===== src/rtl/tcf_pkg.sv =====
// Shared constants, types and helper functions of the tilt complementary filter.
`timescale 1ns / 1ps

package tcf_pkg;

	// Algorithm constants
	localparam int CORDIC_STEPS    = 16;
	localparam int ANGLE_FRAC_BITS = 16;
	localparam int ACC_FRAC        = 24;
	localparam int TAB_LEN         = 24;
	localparam int TAB_IDX_W       = 5;
	localparam int STEP_W          = (CORDIC_STEPS > 1) ? $clog2(CORDIC_STEPS) : 1;

	// Field and datapath widths
	localparam int ACCEL_W  = 16;
	localparam int RATE_W   = 24;
	localparam int DT_W     = 24;
	localparam int ANGLE_W  = 26;
	localparam int ALPHA_W  = 17;
	localparam int INIT_W   = 25;
	localparam int CFG_W    = 25;
	localparam int XY_W     = 33;
	localparam int ACC_W    = 34;
	localparam int GPROD_W  = RATE_W + DT_W + 1;
	// gyro step after the format shift, plus the angle, plus one carry bit
	localparam int GYRO_W   = ((GPROD_W - 32 + ANGLE_FRAC_BITS > ANGLE_W) ?
		GPROD_W - 32 + ANGLE_FRAC_BITS : ANGLE_W) + 1;
	localparam int PA_W     = ALPHA_W + 1 + GYRO_W;
	localparam int PB_W     = ALPHA_W + 1 + ANGLE_W;
	localparam int WIDE_W   = PA_W + 1;
	localparam int IN_SCALE = 14;

	// Shift amounts between fixed-point formats
	localparam int ACC_SHIFT  = ACC_FRAC - ANGLE_FRAC_BITS;
	localparam int GYRO_SHIFT = 32 - ANGLE_FRAC_BITS;
	localparam int MIX_SHIFT  = 16;

	localparam logic [ALPHA_W-1:0] ALPHA_ONE   = ALPHA_W'(65536);
	localparam logic [ALPHA_W-1:0] ALPHA_RESET = ALPHA_W'(64225);
	localparam logic signed [ACC_W-1:0] HALF_TURN = ACC_W'(180) <<< ACC_FRAC;

	// Configuration register indexes
	localparam logic CFG_ALPHA = 1'b0;
	localparam logic CFG_INIT  = 1'b1;

	// How the angle register is updated at the end of a transaction
	typedef enum logic [1:0] {
		COMMIT_NONE,
		COMMIT_REARM,
		COMMIT_SEED,
		COMMIT_BLEND
	} commit_t;

	// Controller to datapath commands
	typedef struct packed {
		logic              capture;
		logic              start;
		logic              step;
		logic [STEP_W-1:0] step_idx;
		logic              angle;
		logic              mul_a;
		logic              mul_b;
		commit_t           commit;
		logic              out_load;
	} dp_cmd_t;

	// Datapath to controller status
	typedef struct packed {
		logic rearm;
		logic dt_zero;
		logic seeded;
	} dp_status_t;

	// atan(2^-i) in 2^-24 degree
	function automatic logic signed [ACC_W-1:0] atan_lut(input logic [TAB_IDX_W-1:0] i);
		logic signed [ACC_W-1:0] r;
		case (i)
			5'd0:    r = ACC_W'(754974720);
			5'd1:    r = ACC_W'(445687602);
			5'd2:    r = ACC_W'(235489088);
			5'd3:    r = ACC_W'(119537938);
			5'd4:    r = ACC_W'(60000934);
			5'd5:    r = ACC_W'(30029717);
			5'd6:    r = ACC_W'(15018523);
			5'd7:    r = ACC_W'(7509720);
			5'd8:    r = ACC_W'(3754917);
			5'd9:    r = ACC_W'(1877466);
			5'd10:   r = ACC_W'(938734);
			5'd11:   r = ACC_W'(469367);
			5'd12:   r = ACC_W'(234684);
			5'd13:   r = ACC_W'(117342);
			5'd14:   r = ACC_W'(58671);
			5'd15:   r = ACC_W'(29335);
			5'd16:   r = ACC_W'(14668);
			5'd17:   r = ACC_W'(7334);
			5'd18:   r = ACC_W'(3667);
			5'd19:   r = ACC_W'(1833);
			5'd20:   r = ACC_W'(917);
			5'd21:   r = ACC_W'(458);
			5'd22:   r = ACC_W'(229);
			5'd23:   r = ACC_W'(115);
			default: r = '0;
		endcase
		return r;
	endfunction

	// Clamp a wide signed value to the angle range
	function automatic logic signed [ANGLE_W-1:0] sat_angle(input logic signed [WIDE_W-1:0] v);
		logic signed [WIDE_W-1:0] hi;
		logic signed [WIDE_W-1:0] lo;
		logic signed [ANGLE_W-1:0] r;
		hi = WIDE_W'($signed({1'b0, {(ANGLE_W-1){1'b1}}}));
		lo = WIDE_W'($signed({1'b1, {(ANGLE_W-1){1'b0}}}));
		if (v > hi) begin
			r = hi[ANGLE_W-1:0];
		end else if (v < lo) begin
			r = lo[ANGLE_W-1:0];
		end else begin
			r = v[ANGLE_W-1:0];
		end
		return r;
	endfunction

endpackage


===== src/rtl/tcf_ctrl.sv =====
// Sequencing state machine of the tilt filter: handshakes, CORDIC count, commit.
`timescale 1ns / 1ps

module tcf_ctrl (
	input  logic                clk,
	input  logic                arst_n,
	input  logic                s_tvalid,
	output logic                s_tready,
	output logic                m_tvalid,
	input  logic                m_tready,
	input  tcf_pkg::dp_status_t status,
	output tcf_pkg::dp_cmd_t    cmd
);
	import tcf_pkg::*;

	typedef enum logic [2:0] {
		ST_IDLE,
		ST_DECODE,
		ST_CORDIC,
		ST_ANGLE,
		ST_MULA,
		ST_MULB,
		ST_COMMIT,
		ST_WRITE
	} state_t;

	state_t            state_q, state_d;
	logic [STEP_W-1:0] step_q, step_d;
	logic              m_tvalid_d;
	logic              out_free;

	assign s_tready = (state_q == ST_IDLE);
	assign out_free = !m_tvalid || m_tready;

	// Next state and command decode
	always_comb begin
		state_d    = state_q;
		step_d     = step_q;
		m_tvalid_d = m_tvalid && !m_tready;
		cmd        = '0;
		cmd.commit = COMMIT_NONE;
		cmd.step_idx = step_q;
		unique case (state_q)
			ST_IDLE: begin
				if (s_tvalid) begin
					cmd.capture = 1'b1;
					state_d     = ST_DECODE;
				end
			end
			ST_DECODE: begin
				cmd.start = 1'b1;
				step_d    = '0;
				if (status.rearm) begin
					cmd.commit = COMMIT_REARM;
					state_d    = ST_WRITE;
				end else if (status.dt_zero) begin
					state_d = ST_WRITE;
				end else begin
					state_d = ST_CORDIC;
				end
			end
			ST_CORDIC: begin
				cmd.step = 1'b1;
				if (step_q == STEP_W'(CORDIC_STEPS - 1)) begin
					state_d = ST_ANGLE;
				end else begin
					step_d = step_q + 1'b1;
				end
			end
			ST_ANGLE: begin
				cmd.angle = 1'b1;
				state_d   = status.seeded ? ST_MULA : ST_COMMIT;
			end
			ST_MULA: begin
				cmd.mul_a = 1'b1;
				state_d   = ST_MULB;
			end
			ST_MULB: begin
				cmd.mul_b = 1'b1;
				state_d   = ST_COMMIT;
			end
			ST_COMMIT: begin
				cmd.commit = status.seeded ? COMMIT_BLEND : COMMIT_SEED;
				state_d    = ST_WRITE;
			end
			ST_WRITE: begin
				// wait for the output register to drain
				if (out_free) begin
					cmd.out_load = 1'b1;
					m_tvalid_d   = 1'b1;
					state_d      = ST_IDLE;
				end
			end
			default: state_d = ST_IDLE;
		endcase
	end

	// State and registered outputs
	always_ff @(posedge clk or negedge arst_n) begin
		if (!arst_n) begin
			state_q  <= ST_IDLE;
			step_q   <= '0;
			m_tvalid <= 1'b0;
		end else begin
			state_q  <= state_d;
			step_q   <= step_d;
			m_tvalid <= m_tvalid_d;
		end
	end

endmodule


===== config.mk =====
export PLATFORM = sky130hd
export DESIGN_NAME = tcf_ctrl
export DESIGN_NICKNAME = d
export VERILOG_FILES = /design/src/rtl/tcf_pkg.sv /design/src/rtl/tcf_ctrl.sv
export SDC_FILE = /design/constraint.sdc
export NUM_CORES = 1
export LEC_CHECK = 0
export BUFFER_PORTS_ARGS = -buffer_cell sky130_fd_sc_hd__buf_2
export CAP_MARGIN = 20
export CORE_UTILIZATION = 35
export DETAILED_ROUTE_END_ITERATION = 8
export HOLD_SLACK_MARGIN = 0.03
export PLACE_DENSITY = 0.72
export REMOVE_ABC_BUFFERS = 1
export SYNTH_ARGS = -nofsm -noshare
export SYNTH_HDL_FRONTEND = slang
export SYNTH_SLANG_ARGS = --single-unit

===== constraint.sdc =====
create_clock -name clk -period 1.3 [get_ports clk]
set_input_delay 0.065 -clock clk [delete_from_list [all_inputs] [get_ports clk]]
set_output_delay 0.065 -clock clk [all_outputs]
set_load 0.005 [all_outputs]

==> flow_summary.ini, run 1 <==
[sta]
setup-violations-final = 3
slew_viol_final = 0
setup_tns_ns = -0.161
min_period_over_period_pct = 111
hold_viol_final = 0
fmax_mhz = 694
slew_headroom_pct = 81.1
min_period_ns = 1.44
worst_slew_pin_slew_ns = 0.284
finalWorstSetupSlack_ns = -0.140
skew_ns = 0.000615
rsz0062_at_grt = true

[yosys]
ys_types = 24
yosys.area.top_type_share_pct = 40.1
ys_seq_elements = 8
yosysTopAreaCell = dfrtp_1
synth_warnings = 0
syn_area_per_cell_um2 = 9.42
synth.area.top_cells = dfrtp_1 (40%), mux2i_1 (6.0%), nor2_1 (6.0%), buf_6 (4.5%), nand2_1 (4.5%)
ys_seq_area_share_pct = 40.1
syn_inst = 53
syn_area_um2 = 499

[global_route]
overflow = 0
grt_max_degree = 9
grt_first_pass_wirelength_um = 1780
grt_pass1_vias = 434
grt_antenna_before_repair = 0
track_usage_pct = 17.8

[final_layout]
drive_above_1_share_pct = 54.7
diodes = 0
fill_cells = 109
mostFrequentLayoutCells = buf_2 (20), buf_4 (7), nor2_1 (6), dfrtp_1 (6)
layout_commonest_cell = buf_2
final_nets = 96
area_growth_pct = 53.4

[cts]
cts_tree = built
cts_root_buf = clkbuf_4
cts_sinks = 8
insertion_delay_ns = 0.24
clock_tree.htree_level_count = 1
cts.clk_slew.worst_paths_ns = 0.05
cts_buffers = 3
cts_buffer_depth = 2

[setup_path]
critPathMaxFanout = 8
cp.required_ns = 1.24
reg2regPathDepth = 4
crit_path_start_kind = register
endpoint_kind = output port
crit_arrival_ns = 1.38
critPathKind = register to output port

[outcome]
status = finished with violations
violations = setup timing

[die]
die_w_um = 39.8
core_um2 = 1320
start_util_pct = 37.9
io-pin-count = 22
die_area_um2 = 1580
fp-row-count = 13
die_y_um = 39.8

[routing]
wl_per_cell_um = 13.4
drc_errors = 0
dr.pass1.iters = 4
drtIter0Drc = 10
ant_nets = 0
viasPerCell = 5.04
vias = 509
finalWirelength_um = 1350

[worst_hold_path]
min_path_cells = 3
hp-class = primary input to register

[job]
cap_violations = 0

[pwr]
ir_drop_mv = 1.08
leakagePower_nw = 0.423
powerDensity_nw_per_um2 = 2250
total_power_mw = 1.73

[place]
routabilityCongestion = 0.725
portBuffers = 21
dp_hpwl_um = 808
## final timing paths
path	startpoint	end	slack (ns)
max in group asynchronous	arst_n	state_q[2]	0.93
setup reg to reg	state_q[0]	step_q[1]	0
setup / recovery	state_q[0]	cmd[1]	-0.14
hold / removal	m_tready	m_tvalid	0.11
hold reg to reg	step_q[2]	step_q[2]	0.51
min in group asynchronous	arst_n	step_q[3]	0.19
## state kept, by name, indices dropped and copies added (netlist names)
signal    flops
step_q        4
state_q       3
m_tvalid      1
## layout make-up
class | instances | area, µm² | area share, %
Clock buffer | 3 | 22.5 | 2.94
Timing Repair Buffer | 33 | 219 | 28.6
Sequential cell | 8 | 203 | 26.5
Tap cell | 15 | 18.8 | 2.45
Inverter | 1 | 3.75 | 0.490
Multi-Input combinational cell | 41 | 299 | 39.1
## synth_stat cells
library cell  instances
a211oi_1              1
a21oi_1               1
a22o_1                1
a31o_1                1
and2_1                2
and3_1                2
and3b_2               2
buf_2                 1
buf_6                 2
dfrtp_1               8
ha_1                  1
inv_2                 1
mux2i_1               3
nand2_1               6
nand2b_1              2
nand3_1               4
nor2_1                8
nor2b_1               1
nor3_1                1
nor3b_4               1
o211a_1               1
o31ai_1               1
or3_1                 1
or3b_4                1
## logic make-up (layout without fill, tap and decap cells)
| family | after synthesis | count (layout) | synth area share (%) |
|---|---|---|---|
| multiplexers | 3 | 3 | 6.02 |
| adder cells (fa/ha/maj) | 1 | 1 | 2.51 |
| AND/OR/NAND/NOR | 31 | 31 | 35.6 |
| AO/OA/AOI/OAI | 6 | 6 | 9.52 |
| flip-flops | 8 | 8 | 40.1 |
| buffers and inverters | 4 | 37 | 6.26 |
## power by group
| group | total (mW) | internal (mW) | switching, mW |
|---|---|---|---|
| Sequential | 0.453 | 0.360 | 0.0934 |
| Combinational | 1.09 | 0.580 | 0.512 |
| Clock | 0.180 | 0.105 | 0.0746 |
| Total | 1.73 | 1.04 | 0.680 |
## layer usage
layer / share of wire [%] / vias to the layer above / global-route usage (%)
li1: - / 249 / -
met1: 42 / 251 / 22.6
met2: 55 / 9 / 26.2
met3: 2.0 / 0 / 3.98
met4: 0 / 0 / 12.1
met5: 0 / - / 0
## metrics by stage
stage / utilization [%] / cells / hold slack [ns] / worst slack (ns) / cell area (µm²)
2_1_floorplan: - / 50 / -0.231 / 0.0739 / 472
3_3_place_gp: 47.5 / 90 / -0.0896 / 0.0990 / 626
3_5_place_dp: 47.5 / 90 / -0.0827 / 0.0910 / 626
4_1_cts: 55.7 / 99 / 0.109 / -0.150 / 734
5_1_grt: 58.1 / 101 / 0.139 / -0.186 / 766
6_report: 58.1 / 101 / 0.111 / -0.140 / 766
## repair_timing
action,CTS,global route
endpoints found under the setup margin,5,9
hold buffers,1,0
hold endpoints to repair,8,0
buffers inserted,5,2
pin swaps,4,3
resized for setup,9,5
## critical path, cell delays in order, from the launching register on
cell	delay [ns]
dfrtp_1	0.41
buf_4	0.21
and3b_2	0.23
a22o_1	0.17
buf_2	0.12
Power figures use the tool's default switching activity.
==> run 2: changes to the inputs <==
PLACE_DENSITY = 0.69   (was 0.72)
clock period = 1.4 ns   (was 1.3 ns; I/O delays follow)
==> run 2 against run 1 <==
- the flow still finishes with violations (setup timing)
- register-to-register slack improved by 0.11 ns
- critical path depth did not move
- power fell by 22%
- count of clock-buffer cells in the layout did not move
- die area did not move
- clock power fell by 9%
- critical endpoint unchanged
- largest cell class unchanged
==> flow_summary.ini, run 2 (synthesized netlist as in run 1, its figures left out) <==
[outcome]
status = finished with violations
violations = setup timing

[final_layout]
mostFrequentLayoutCells = buf_2 (21), nor2_1 (8), nand2_1 (6), dfrtp_1 (6), buf_4 (6)
finish.instance_area_um2 = 687
regMostFlops = step_q
final_nets = 91
drive_above_1_share_pct = 46.9
final_cells = 96
diodes = 0
area_growth_pct = 37.6
top_regs = step_q x4, state_q x3, m_tvalid x1
layout_commonest_cell = buf_2
final_util_pct = 52.1
largest_reg_flops = 4

[cts]
cts_buffer_depth = 2
cts.clk_slew.worst_paths_ns = 0.05
cts_buffers = 3
insertion_delay_ns = 0.24
cts_sinks = 8
clock_tree.htree_level_count = 1
cts_root_buf = clkbuf_4
cts_tree = built

[sta]
setup-violations-final = 1
rsz0062_at_grt = true
slew_headroom_pct = 85.8
worst_slew_pin_slew_ns = 0.212
finalWorstSetupSlack_ns = -0.0106
setup_tns_ns = -0.0106
slew_viol_final = 0
fmax_mhz = 709
hold_viol_final = 0
min_period_over_period_pct = 101
skew_ns = 0.00398
min_period_ns = 1.41

[setup_path]
critical_path_depth = 4
slowest_stage = dfrtp_2
crit_family = flip-flops
critPathKind = register to output port
cp.required_ns = 1.33
crit_path_start_kind = register
crit_buf_inv = 2
endpoint_kind = output port
critPathMaxFanout = 4
reg2regPathDepth = 4
crit_arrival_ns = 1.34
max_stage_delay_ns = 0.42
path_cells = or3b_4 -> inv_2 -> a22o_1 -> buf_2

[routing]
met1_length_um = 480
viasPerCell = 4.89
drc_errors = 0
wl_met2_um = 527
ant_nets = 0
dr.pass1.iters = 2
route.met3.wl_um = 31
vias = 469
highest_layer = met3
finalWirelength_um = 1040
wl_per_cell_um = 10.8
drtIter0Drc = 3

[pwr]
ir_drop_mv = 0.915
total_power_mw = 1.34
powerDensity_nw_per_um2 = 1950
leakagePower_nw = 0.392

[global_route]
overflow = 0
grt_pass1_vias = 365
grt_antenna_before_repair = 0
track_usage_pct = 15.2
grt_first_pass_wirelength_um = 1520
grt_max_degree = 10

[place]
dp_cells = 88
place_area_um2 = 611
portBuffers = 21
routabilityCongestion = 0.731
dp_hpwl_um = 801

[die]
fp-row-count = 13
io-pin-count = 22
start_util_pct = 37.9
die_area_um2 = 1580
die_w_um = 39.8
core_um2 = 1320
die_y_um = 39.8

[job]
cap_violations = 0

[worst_hold_path]
min_path_cells = 3
hp-class = primary input to register
run 2: final timing paths:
path,start,end,slack (ns)
min,m_tready,m_tvalid,0.12
max,state_q[2],cmd[1],-0.01
min in group asynchronous,arst_n,step_q[1],0.19
max in group asynchronous,arst_n,state_q[1],1.04
max reg2reg,state_q[0],step_q[1],0.11
min reg2reg,step_q[3],step_q[3],0.52
run 2: per-layer routing:
layer | global-route usage [%] | vias to the layer above
met4 | 10.3 | 0
met2 | 19.3 | 6
met1 | 22.0 | 223
met3 | 3.41 | 0
met5 | 0 | -
li1 | - | 240
run 2: area by class of cell:
| cell class | instances | area (µm²) |
|---|---|---|
| clock buffer | 3 | 22.5 |
| timing repair buffer | 28 | 160 |
| multi-input combinational | 41 | 279 |
| sequential | 8 | 203 |
| inverter | 1 | 3.75 |
| tap | 15 | 18.8 |
| fill | 125 | 631 |
run 2: stage by stage:
stage | setup WS, ns | hold slack [ns]
2_1_floorplan | 0.174 | -0.226
6_report | -0.0106 | 0.120
5_1_grt | -0.0712 | 0.136
4_1_cts | -0.0654 | 0.117
3_5_place_dp | 0.139 | -0.0819
3_3_place_gp | 0.147 | -0.0824
run 2: timing repair:
action	CTS	global route
resized for setup	2	2
setup buffers	1	3
endpoints found under the hold margin	8	0
pin swaps	1	1
hold buffers	1	0
endpoints found under the setup margin	3	4
run 2: report_power, final:
| group | total [mW] | switching, mW | leakage [nW] | internal, mW |
|---|---|---|---|---|
| combinational | 0.755 | 0.363 | 0.281 | 0.392 |
| sequential | 0.419 | 0.0856 | 0.0968 | 0.334 |
| clock | 0.164 | 0.0671 | 0.0138 | 0.0973 |
run 2: worst min-delay path, stage by stage:
cell      delay (ns)
buf_2           0.08
nand2b_1        0.11
nand2_1         0.05
==> run 3: changes to the inputs <==
CORE_UTILIZATION = 25   (was 35)
PLACE_DENSITY = 0.55   (was 0.69)
clock period = 1.7 ns   (was 1.4 ns; I/O delays follow)
==> run 3 against run 2 <==
- first-iteration DRC count did not move
- wire length fell by 3.2%
- sequential power fell by 2%
- the run now ends clean
- global-route usage fell by 4.8 points
==> flow_summary.ini, run 3 (synthesized netlist as in run 1, its figures left out) <==
[routing]
dr.pass1.iters = 4
drtIter0Drc = 3
wl_per_cell_um = 10.1
finalWirelength_um = 1010
vias = 461
highest_layer = met4
met1_length_um = 461
route.met3.wl_um = 46
drc_errors = 0
wl_met2_um = 484
viasPerCell = 4.61
ant_nets = 0

[cts]
cts_buffers = 3
cts_sinks = 8
cts_tree = built
cts.clk_slew.worst_paths_ns = 0.05
post-cts-setup-buffer-count = 0
clock_tree.htree_level_count = 1
insertion_delay_ns = 0.25
cts_buffer_depth = 2
cts_root_buf = clkbuf_4

[setup_path]
cp.required_ns = 1.62
max_stage_delay_ns = 0.51
slowest_stage = dfrtp_1
path_cells = or3b_4 -> inv_2 -> a22o_1 -> buf_2
crit_path_start_kind = register
critPathKind = register to output port
critPathMaxFanout = 12
crit_buf_inv = 2
crit_arrival_ns = 1.50
endpoint_kind = output port
crit_family = flip-flops

[global_route]
grt_pass1_vias = 375
grt_first_pass_wirelength_um = 1550
track_usage_pct = 10.4
overflow = 0
grt_max_degree = 13
grt_antenna_before_repair = 0

[outcome]
status = completed

[job]
cap_violations = 0

[final_layout]
mostFrequentLayoutCells = buf_2 (21), nor2_1 (8), dfrtp_1 (7), nand2_1 (6), nand3_1 (4)
top_regs = step_q x4, state_q x3, m_tvalid x1
regMostFlops = step_q
fill_cells = 193
largest_reg_flops = 4
seq_area_um2 = 201
diodes = 0
layout_commonest_cell = buf_2
final_nets = 85
drive_above_1_share_pct = 40.0
multi_input_area_um2 = 268
area_growth_pct = 28.6

[place]
routabilityCongestion = 0.738
portBuffers = 21
dp_hpwl_um = 810

[die]
die_w_um = 46.7
die_y_um = 46.7
start_util_pct = 27.7
die_area_um2 = 2180
core_um2 = 1800
io-pin-count = 22
fp-row-count = 15

[sta]
slew_headroom_pct = 74.8
setup_tns_ns = 0
setup-violations-final = 0
hold_viol_final = 0
min_period_ns = 1.59
worst_slew_pin_slew_ns = 0.379
holdWs_ns = 0.122
slew_viol_final = 0
skew_ns = 0.00145
rsz0062_at_grt = false
fmax_mhz = 629
min_period_over_period_pct = 93.5

[pwr]
ir_drop_mv = 0.602
powerDensity_nw_per_um2 = 1530
leakagePower_nw = 0.360
total_power_mw = 0.983

[worst_hold_path]
hp-class = primary input to register
==> run 3: cell count changes in the layout (fill, tap and decap cells not counted), sizes merged <==
cell / change
buf: -6
==> run 3: routing by layer <==
layer	up-vias	GRT usage (%)
met3	2	3.53
li1	232	-
met1	211	12.4
met4	0	5.14
met2	16	16.7
met5	-	0
==> run 3: path summary, 6_finish.rpt <==
kind	start	to	slack (ns)	cells past startpoint
worst max-delay path	state_q[2]	cmd[1]	0.11	4
min in group asynchronous	arst_n	state_q[1]	0.21	2
worst min-delay path	m_tready	m_tvalid	0.12	3
max in group asynchronous	arst_n	state_q[0]	1.31	2
worst max register to register	state_q[2]	step_q[1]	0.39	3
worst min register to register	step_q[3]	step_q[3]	0.50	1
==> run 3: where the power goes <==
group / switching [mW] / internal (mW) / total [mW]
Combinational: 0.190 / 0.241 / 0.431
Sequential: 0.139 / 0.272 / 0.411
Clock: 0.0600 / 0.0805 / 0.140
Total: 0.389 / 0.594 / 0.983
==> run 3: what timing repair did <==
item | in CTS | in global routing
resized for setup | 0 | 1
endpoints found under the hold margin | 8 | 0
hold buffers | 1 | 0
endpoints found under the setup margin | 0 | 1
==> run 3: stage by stage <==
stage | setup slack (ns) | utilization, % | cells | instance area (µm²)
6_report | 0.111 | 35.6 | 100 | 642
5_1_grt | 0.0128 | 35.6 | 100 | 642
4_1_cts | 0.0884 | 35.6 | 100 | 641
3_5_place_dp | 0.366 | 33.8 | 96 | 608
3_3_place_gp | 0.389 | 33.8 | 96 | 608
2_1_floorplan | 0.474 | - | 50 | 472
==> run 3: layout make-up <==
class	count	area share, %
Clock buffer	3	3.51
Inverter	1	0.585
Multi-Input combinational cell	41	41.7
Sequential cell	8	31.4
Tap cell	25	4.87
Timing Repair Buffer	22	17.9
==> run 3: worst min-delay path: stages <==
cell and delay [ns]:
buf_2 0.08, nand2b_1 0.11, nand2_1 0.05
